===== src/charge_phase_adapter_assert.svh =====
// Assertion macros for the charge phase adapter RTL.
// No dependencies; included by modules that carry concurrent checks.
`ifndef CHARGE_PHASE_ADAPTER_ASSERT_SVH
`define CHARGE_PHASE_ADAPTER_ASSERT_SVH

// Same-cycle implication, disabled during reset.
`define CPA_ASSERT_NOW(lbl, clk, rst_n, ante, cons) \
    lbl: assert property (@(posedge clk) disable iff (!rst_n) (ante) |-> (cons)) \
        else $error("charge_phase_adapter check failed");

// Next-cycle implication, disabled during reset.
`define CPA_ASSERT_NEXT(lbl, clk, rst_n, ante, cons) \
    lbl: assert property (@(posedge clk) disable iff (!rst_n) (ante) |=> (cons)) \
        else $error("charge_phase_adapter check failed");

`endif


===== src/cpa_pkg.sv =====
// Shared types and codes for the charge phase adapter.
// No dependencies; imported by cpa_rule, charge_phase_adapter and the testbench.
package cpa_pkg;

    localparam logic [2:0] PH_UNKNOWN  = 3'd0;
    localparam logic [2:0] PH_CHARGING = 3'd1;
    localparam logic [2:0] PH_FULL     = 3'd2;
    localparam logic [2:0] PH_CLOSED   = 3'd3;
    localparam logic [2:0] PH_FAULT    = 3'd4;

    localparam logic [2:0] EV_START   = 3'd0;
    localparam logic [2:0] EV_CLOSE   = 3'd1;
    localparam logic [2:0] EV_FULL    = 3'd2;
    localparam logic [2:0] EV_KEEP    = 3'd3;
    localparam logic [2:0] EV_IN      = 3'd4;
    localparam logic [2:0] EV_OFF     = 3'd5;
    localparam logic [2:0] EV_UNSUP   = 3'd6;
    localparam logic [2:0] EV_INVALID = 3'd7;

    localparam logic [2:0] ST_ERROR    = 3'd0;
    localparam logic [2:0] ST_PENDING  = 3'd1;
    localparam logic [2:0] ST_NOCHANGE = 3'd2;
    localparam logic [2:0] ST_UPDATED  = 3'd3;
    localparam logic [2:0] ST_FAULTREC = 3'd4;

    localparam logic [1:0] OP_EVENT  = 2'd0;
    localparam logic [1:0] OP_RETRY  = 2'd1;
    localparam logic [1:0] OP_STRONG = 2'd2;
    localparam logic [1:0] OP_READ   = 2'd3;

    localparam logic CMD_START = 1'b0;
    localparam logic CMD_CLOSE = 1'b1;

    localparam logic [7:0] RAW_ZERO = 8'd0;
    localparam logic [7:0] RAW_ONE  = 8'd1;

    typedef struct packed {
        logic [1:0] op;
        logic [2:0] ev;
        logic [7:0] raw;
        logic       emit_ok;
        logic       pub_ok;
    } t_item;

    typedef struct packed {
        logic       snap_on;
        logic [2:0] snap_ph;
        logic       pend_on;
        logic [2:0] pend_ph;
        logic       has_pend;
        logic       term_fail;
    } t_state;

    typedef struct packed {
        logic       pend_flag;
        logic [2:0] com_ph;
        logic       com_on;
        logic [2:0] off_ph;
        logic       off_on;
        logic       pub_iss;
        logic       cmd_code;
        logic       cmd_iss;
        logic [2:0] status;
    } t_res;

endpackage


===== src/cpa_rule.sv =====
// Combinational rule of the charge phase adapter: one item against the state.
// Depends on cpa_pkg.
module cpa_rule
    import cpa_pkg::*;
(
    input  t_item  i_item,
    input  t_state i_state,
    output t_state o_state,
    output t_res   o_res
);

    logic       raw_ok;
    logic       r1;
    logic       agree;
    logic       latched;
    logic       broken;
    logic       con;
    logic [2:0] cph;
    logic       has_cmd;
    logic       code;
    t_state     ns;
    t_res       res;

    always_comb begin
        raw_ok  = (i_item.raw == RAW_ZERO) || (i_item.raw == RAW_ONE);
        r1      = (i_item.raw == RAW_ONE);
        latched = (i_state.snap_ph == PH_FULL) || (i_state.snap_ph == PH_FAULT);
        broken  = i_state.has_pend && i_state.term_fail;

        case (i_item.ev)
            EV_START, EV_FULL, EV_KEEP, EV_IN: agree = raw_ok && r1;
            EV_OFF:                            agree = raw_ok && !r1;
            EV_CLOSE, EV_UNSUP:                agree = raw_ok;
            default:                           agree = 1'b0;
        endcase

        con = i_state.snap_on;
        cph = i_state.snap_ph;
        if (!raw_ok) begin
            cph = PH_FAULT;
        end else if (!agree) begin
            con = r1;
            cph = PH_FAULT;
        end else begin
            case (i_item.ev)
                EV_IN: begin
                    con = 1'b1;
                end
                EV_START: begin
                    con = 1'b1;
                    if (!latched) cph = PH_CHARGING;
                end
                EV_FULL: begin
                    con = 1'b1;
                    if (!(i_state.snap_on && i_state.snap_ph == PH_FAULT)) cph = PH_FULL;
                end
                EV_CLOSE: begin
                    con = r1;
                    if (!latched) cph = PH_CLOSED;
                end
                EV_OFF: begin
                    con = 1'b0;
                    cph = PH_CLOSED;
                end
                default: begin
                    con = r1;
                    cph = PH_FAULT;
                end
            endcase
        end

        has_cmd = 1'b0;
        code    = CMD_START;
        if (!agree) begin
            has_cmd = 1'b1;
            code    = CMD_CLOSE;
        end else if (i_item.ev == EV_IN && !i_state.snap_on && !latched) begin
            has_cmd = 1'b1;
            code    = CMD_START;
        end else if (i_item.ev == EV_FULL && !latched) begin
            has_cmd = 1'b1;
            code    = CMD_CLOSE;
        end else if (i_item.ev == EV_OFF || i_item.ev == EV_KEEP || i_item.ev == EV_UNSUP) begin
            has_cmd = 1'b1;
            code    = CMD_CLOSE;
        end

        ns          = i_state;
        res         = '0;
        res.status  = ST_ERROR;

        case (i_item.op)
            OP_EVENT: begin
                if (broken || i_item.ev == EV_INVALID || i_state.term_fail) begin
                    res.status = ST_ERROR;
                end else if (i_state.has_pend) begin
                    res.status = ST_PENDING;
                end else if (con == i_state.snap_on && cph == i_state.snap_ph) begin
                    res.status = ST_NOCHANGE;
                end else begin
                    res.cmd_iss  = has_cmd;
                    res.cmd_code = has_cmd & code;
                    if (has_cmd && !i_item.emit_ok) begin
                        ns.pend_on  = con;
                        ns.pend_ph  = (code == CMD_CLOSE) ? cph : PH_FAULT;
                        ns.has_pend = 1'b1;
                        res.status  = ST_PENDING;
                    end else begin
                        res.pub_iss = 1'b1;
                        res.off_on  = con;
                        res.off_ph  = cph;
                        if (!i_item.pub_ok) begin
                            if (has_cmd && code == CMD_CLOSE) begin
                                ns.term_fail = 1'b1;
                                res.status   = ST_ERROR;
                            end else begin
                                ns.pend_on  = con;
                                ns.pend_ph  = PH_FAULT;
                                ns.has_pend = 1'b1;
                                res.status  = ST_PENDING;
                            end
                        end else begin
                            ns.snap_on = con;
                            ns.snap_ph = cph;
                            res.status = ST_UPDATED;
                        end
                    end
                end
            end
            OP_RETRY: begin
                if (broken || i_state.term_fail) begin
                    res.status = ST_ERROR;
                end else if (!i_state.has_pend) begin
                    res.status = ST_NOCHANGE;
                end else begin
                    res.cmd_iss  = 1'b1;
                    res.cmd_code = CMD_CLOSE;
                    if (!i_item.emit_ok) begin
                        res.status = ST_PENDING;
                    end else begin
                        res.pub_iss = 1'b1;
                        res.off_on  = i_state.pend_on;
                        res.off_ph  = i_state.pend_ph;
                        ns.has_pend = 1'b0;
                        if (!i_item.pub_ok) begin
                            ns.term_fail = 1'b1;
                            res.status   = ST_ERROR;
                        end else begin
                            ns.snap_on = i_state.pend_on;
                            ns.snap_ph = i_state.pend_ph;
                            res.status = ST_UPDATED;
                        end
                    end
                end
            end
            OP_STRONG: begin
                if (broken || i_state.term_fail || !i_state.has_pend || !raw_ok) begin
                    res.status = ST_ERROR;
                end else begin
                    ns.pend_on  = r1;
                    ns.pend_ph  = PH_FAULT;
                    ns.has_pend = 1'b1;
                    res.status  = ST_FAULTREC;
                end
            end
            default: begin
                res.status = broken ? ST_ERROR : ST_NOCHANGE;
            end
        endcase

        res.com_on    = ns.snap_on;
        res.com_ph    = ns.snap_ph;
        res.pend_flag = ns.has_pend;
    end

    assign o_state = ns;
    assign o_res   = res;

endmodule


===== src/charge_phase_adapter.sv =====
// Top level of the charge phase adapter: input register, rule logic, result register.
// Depends on cpa_pkg, cpa_rule and charge_phase_adapter_assert.svh.
//
//   channel  | dir | tdata (low bit up)                                  | tuser
//   s_axis   | in  | event_kind[2:0] online_raw[10:3] emit_ok[11]         | operation[1:0]
//            |     | publish_ok[12], zero pad [15:13]                    |
//   m_axis   | out | status[2:0] command_issued[3] command_code[4]       | -
//            |     | publish_issued[5] offered_online[6] offered_phase   |
//            |     | [9:7] committed_online[10] committed_phase[13:11]   |
//            |     | pending_close_flag[14], zero pad [15]               |
//
// One item per cycle sustained while the output accepts; input, then result register.
// The rule evaluates the input register against the snapshot state combinationally.
// Synchronous active-low reset clears both stage valids and all snapshot state.
// A stalled output holds both stages; input ready stays high while a stage is free.
`include "charge_phase_adapter_assert.svh"

module charge_phase_adapter
    import cpa_pkg::*;
(
    input  logic        i_clk,
    input  logic        i_rst_n,
    input  logic        i_s_axis_tvalid,
    output logic        o_s_axis_tready,
    input  logic [15:0] i_s_axis_tdata,  // event_kind, online_raw, emit_ok, publish_ok
    input  logic [1:0]  i_s_axis_tuser,  // operation
    output logic        o_m_axis_tvalid,
    input  logic        i_m_axis_tready,
    output logic [15:0] o_m_axis_tdata   // status, command_issued, command_code,
                                         // publish_issued, offered_online,
                                         // offered_phase, committed_online,
                                         // committed_phase, pending_close_flag
);

    logic   r_in_valid;
    t_item  r_item;
    logic   r_out_valid;
    t_res   r_res;
    t_state r_state;
    t_state n_state;
    t_res   n_res;
    t_item  w_item;
    logic   w_adv;
    logic   w_take;

    assign w_item.op      = i_s_axis_tuser;
    assign w_item.ev      = i_s_axis_tdata[2:0];
    assign w_item.raw     = i_s_axis_tdata[10:3];
    assign w_item.emit_ok = i_s_axis_tdata[11];
    assign w_item.pub_ok  = i_s_axis_tdata[12];

    assign w_adv           = !r_out_valid || i_m_axis_tready;
    assign o_s_axis_tready = !r_in_valid || w_adv;
    assign w_take          = i_s_axis_tvalid && o_s_axis_tready;

    cpa_rule u_rule (
        .i_item  (r_item),
        .i_state (r_state),
        .o_state (n_state),
        .o_res   (n_res)
    );

    always_ff @(posedge i_clk) begin
        if (!i_rst_n) begin
            r_in_valid  <= 1'b0;
            r_out_valid <= 1'b0;
            r_state     <= '0;
        end else begin
            if (o_s_axis_tready) begin
                r_in_valid <= i_s_axis_tvalid;
            end
            if (w_adv) begin
                r_out_valid <= r_in_valid;
                if (r_in_valid) begin
                    r_state <= n_state;
                end
            end
        end
    end

    always_ff @(posedge i_clk) begin
        if (w_take) begin
            r_item <= w_item;
        end
        if (w_adv && r_in_valid) begin
            r_res <= n_res;
        end
    end

    assign o_m_axis_tvalid = r_out_valid;
    assign o_m_axis_tdata  = {1'b0, r_res};

    `CPA_ASSERT_NOW(a_no_pend_with_fail, i_clk, i_rst_n, r_state.has_pend, !r_state.term_fail)
    `CPA_ASSERT_NEXT(a_fail_sticky, i_clk, i_rst_n, r_state.term_fail, r_state.term_fail)
    `CPA_ASSERT_NEXT(a_state_only_on_step, i_clk, i_rst_n, !(w_adv && r_in_valid), $stable(r_state))
    `CPA_ASSERT_NOW(a_code_needs_cmd, i_clk, i_rst_n, r_out_valid && r_res.cmd_code, r_res.cmd_iss)
    `CPA_ASSERT_NOW(a_offer_zero, i_clk, i_rst_n, r_out_valid && !r_res.pub_iss, r_res.off_ph == PH_UNKNOWN && !r_res.off_on)

endmodule


===== config.mk =====
export PLATFORM = sky130hd
export DESIGN_NAME = charge_phase_adapter
export DESIGN_NICKNAME = d
export VERILOG_FILES = /design/src/cpa_pkg.sv /design/src/cpa_rule.sv /design/src/charge_phase_adapter.sv
export VERILOG_INCLUDE_DIRS = /design/src /design/src/src
export SDC_FILE = /design/constraint.sdc
export NUM_CORES = 1
export LEC_CHECK = 0
export BUFFER_PORTS_ARGS = -buffer_cell sky130_fd_sc_hd__clkbuf_2
export CAP_MARGIN = 20
export CELL_PAD_IN_SITES_DETAIL_PLACEMENT = 1
export CELL_PAD_IN_SITES_GLOBAL_PLACEMENT = 2
export CORE_MARGIN = 2
export CORE_UTILIZATION = 37
export CTS_CLUSTER_DIAMETER = 30
export CTS_CLUSTER_SIZE = 20
export DETAILED_ROUTE_END_ITERATION = 16
export PLACE_DENSITY = 0.88
export SLEW_MARGIN = 20
export SYNTH_ARGS = -nofsm -noshare
export SYNTH_HDL_FRONTEND = slang
export SYNTH_SLANG_ARGS = --single-unit

===== constraint.sdc =====
create_clock -name i_clk -period 8.6 [get_ports i_clk]
set_clock_uncertainty 0.2 [all_clocks]
set_input_delay 0.43 -clock i_clk [delete_from_list [all_inputs] [get_ports i_clk]]
set_output_delay 0.43 -clock i_clk [all_outputs]
set_load 0.05 [all_outputs]

==> reports/qor.yml <==
detailroute.via_count: 1801
cts-hold-fix-buffers: 0
final_net_count: 273
num_antenna_cells: 0
setup-violations-final: 0
avgRoutedWirePerCell_um: 16.27
pwr_density_cell_nw_per_um2: 175.0
synth_top_cell_by_area: "sky130_fd_sc_hd__edfxtp_1"
grt_pass1_vias: 1795
layout.cells.most_common: "sky130_fd_sc_hd__clkbuf_2"
global_route.usage.total_pct: 18.01
fp.dieH_um: 81.63
dieArea_um2: 6663
gp_routability_congestion: 0.8218
floorplan.rows: 28
synth.cell_area_um2: 2230
worst-endpoint-required_ps: 8630
core_um2: 5886
ys_ff_latch: 42
clock.fmax_mhz: 293.8
grt_max_degree: 22
hold_path_startpoint: "i_s_axis_tdata[11]"
power.static_leakage_nw: 0.8894
final_hold_viol_count: 0
share_of_the_cycle_needed_by_the_critical_path_after_routing_pct: 39.57
drv.max_cap_violation_count: 0
power.ir.vdd_worst_mv: 0.07691
antenna_left: 0
slew_headroom_pct: 33.82
number_of_enable_flip_flop_cells_after_synthesis: 30
hold_class: "in2reg"
route.detailed.drc: 0
drtPass1Iterations: 4
unrepaired_setup_endpoints_after_global_routing: "no"
later_pin_clock_latency_in_the_skew_report_ps: 300
area_growth_syn_to_layout_pct: 14.25
yosys_warnings: 0
layout.filler_cells: 690
synth_area_leaders: "sky130_fd_sc_hd__edfxtp_1 40%, sky130_fd_sc_hd__dfxtp_1 11%, sky130_fd_sc_hd__o21ai_0 4.3%, sky130_fd_sc_hd__a21oi_1 3.4%, sky130_fd_sc_hd__nor2_1 3.4%"
mostFrequentLayoutCells: "35 x sky130_fd_sc_hd__clkbuf_2, 30 x sky130_fd_sc_hd__edfxtp_1, 20 x sky130_fd_sc_hd__nor2_1, 19 x sky130_fd_sc_hd__o21ai_0, 18 x sky130_fd_sc_hd__nand2_1"
crit_type: "reg2reg"
numClockSinks: 42
tightestPinTransition_ps: 983.7
clock_path_buffers: 2
syn_area_per_cell_um2: 10.13
ios: 40
synth_top_area_share_pct: 40.40
tns_ps: 0
clock_tree.htree_level_count: 2
port_buffers: 35
final_layout_size_suffix_gt1_share_pct: 21.83
dpl-instance-area_um2: 2437
grt_antenna_before_repair: 0
layout_min_cycle_time_ps: 3403
slew_viol_final: 0
busiest_layer: "met2"
dr.first_iter.drc_count: 66
synthesis.instances: 220
syn-num-nets: 242
endpoint_kind: "flip-flop"
ctsResizeCount: 0
worstSetupStartpointType: "flip-flop"
design_area_um2: 2547
synthArstFlopShare_pct: 0
cts_tree: "yes"
gr-usage-met2_pct: 30.25
cp_data_arrival_time_ps: 3440
seq_total_area_yosys_pct: 51.18
die_w_um: 81.63
crit-reg2reg-launch: "r_item[10]"
critical_path.max_fanout: 16
globalRouteMet1Util_pct: 23.53
yosysUniqueCellTypes: 58
post-cts-setup-buffers: 0
drt-vias-per-instance: 5.508
grt-ovfl-total: 0
postSynth.topFlopCell: "sky130_fd_sc_hd__edfxtp_1"
outcome: "complete, no violations"
clock-root-buffer: "sky130_fd_sc_hd__clkbuf_8"
cts_buffers: 5
dp.final_hpwl_um: 3902
wirelength_um: 5320
clk_transition_reported_paths_ps: 80
start_util_pct: 37.88
grtUsageMet3_pct: 3.187
totalPowerFinal_w: 0.0004458
worstSetupStartpoint: "r_item[10]"
grt_pass1_wl_um: 9011
[cells by family (layout without fill, tap and decap cells)]
logic type	count (synthesis)	in the layout	share of synthesized area (%)
AND/OR/NAND/NOR	87	87	21.04
other	1	1	0.1682
flip-flops	42	42	51.18
buffers and inverters	22	54	4.601
multiplexers	1	1	0.5050
XOR/XNOR	2	2	1.628
AO/OA/AOI/OAI	65	65	20.88
[synth_stat cells (3+ instances only)]
cell type,n
sky130_fd_sc_hd__edfxtp_1,30
sky130_fd_sc_hd__nor2_1,20
sky130_fd_sc_hd__o21ai_0,19
sky130_fd_sc_hd__nand2_1,18
sky130_fd_sc_hd__a21oi_1,15
sky130_fd_sc_hd__dfxtp_1,12
sky130_fd_sc_hd__nand3_1,12
sky130_fd_sc_hd__inv_1,11
sky130_fd_sc_hd__nor3_1,8
sky130_fd_sc_hd__buf_2,4
sky130_fd_sc_hd__clkbuf_1,4
sky130_fd_sc_hd__a211oi_1,3
sky130_fd_sc_hd__nand2b_1,3
sky130_fd_sc_hd__nand4_1,3
sky130_fd_sc_hd__o21a_1,3
sky130_fd_sc_hd__o221ai_1,3
[cell type report]
cell class                 count  area, um^2  share of cell area (%)
clock inverter                 2       37.54                   1.473
clock buffer                   6       72.57                   2.849
multi-input combinational    156       985.9                   38.70
timing repair buffer          35       175.2                   6.876
sequential                    42        1141                   44.79
tap                           75       93.84                   3.684
inverter                      11       41.29                   1.621
[flip-flops by register name (all words and copies together) (netlist names)]
| name | cells |
|---|---|
| o_m_axis_tdata | 15 |
| o_m_axis_tvalid | 1 |
| r_item | 15 |
| r_state | 10 |
| r_in_valid | 1 |
[layer usage]
metal | routed length, um | vias to the layer above
met5 | 0 | -
met2 | 2603 | 46
met1 | 2438 | 870
li1 | - | 880
met3 | 211 | 5
met4 | 65 | 0
[metrics by stage]
step | std cells | utilization, % | setup WS, ps | hold WS, ps
2_1_floorplan | 220 | - | 5703 | 245.5
3_3_place_gp | 319 | 41.41 | 5254 | 263.7
3_5_place_dp | 319 | 41.41 | 5198 | 278.7
4_1_cts | 327 | 43.28 | 5182 | 97.51
5_1_grt | 327 | 43.28 | 4962 | 96.14
6_report | 327 | 43.28 | 5197 | 103.4
[worst paths after layout]
path / to / depth (start not counted) / slack (ps)
hold reg to reg: r_state[2] / 2 / 300
hold / removal: r_item[1] / 1 / 100
setup / recovery: r_state[2] / 8 / 5200
setup reg to reg: r_state[2] / 8 / 5200
[report_power, final]
group	switching, W	leakage (nW)	internal [W]	total [W]
clock	0.0000711	0.0514	0.0000867	0.000158
sequential	0.00000912	0.385	0.000227	0.000236
combinational	0.0000364	0.452	0.0000156	0.0000520
[critical path, cell delays in order (launching register included)]
cell and delay (ps):
sky130_fd_sc_hd__edfxtp_1 610, sky130_fd_sc_hd__nor3b_2 270, sky130_fd_sc_hd__o311ai_2 190, sky130_fd_sc_hd__or4_1 740, sky130_fd_sc_hd__xnor2_4 210, sky130_fd_sc_hd__o2111ai_4 160, sky130_fd_sc_hd__a32oi_4 230, sky130_fd_sc_hd__or4_1 570
sky130_fd_sc_hd__o21ai_1 140
No activity file was read; power rests on OpenSTA's default activity.
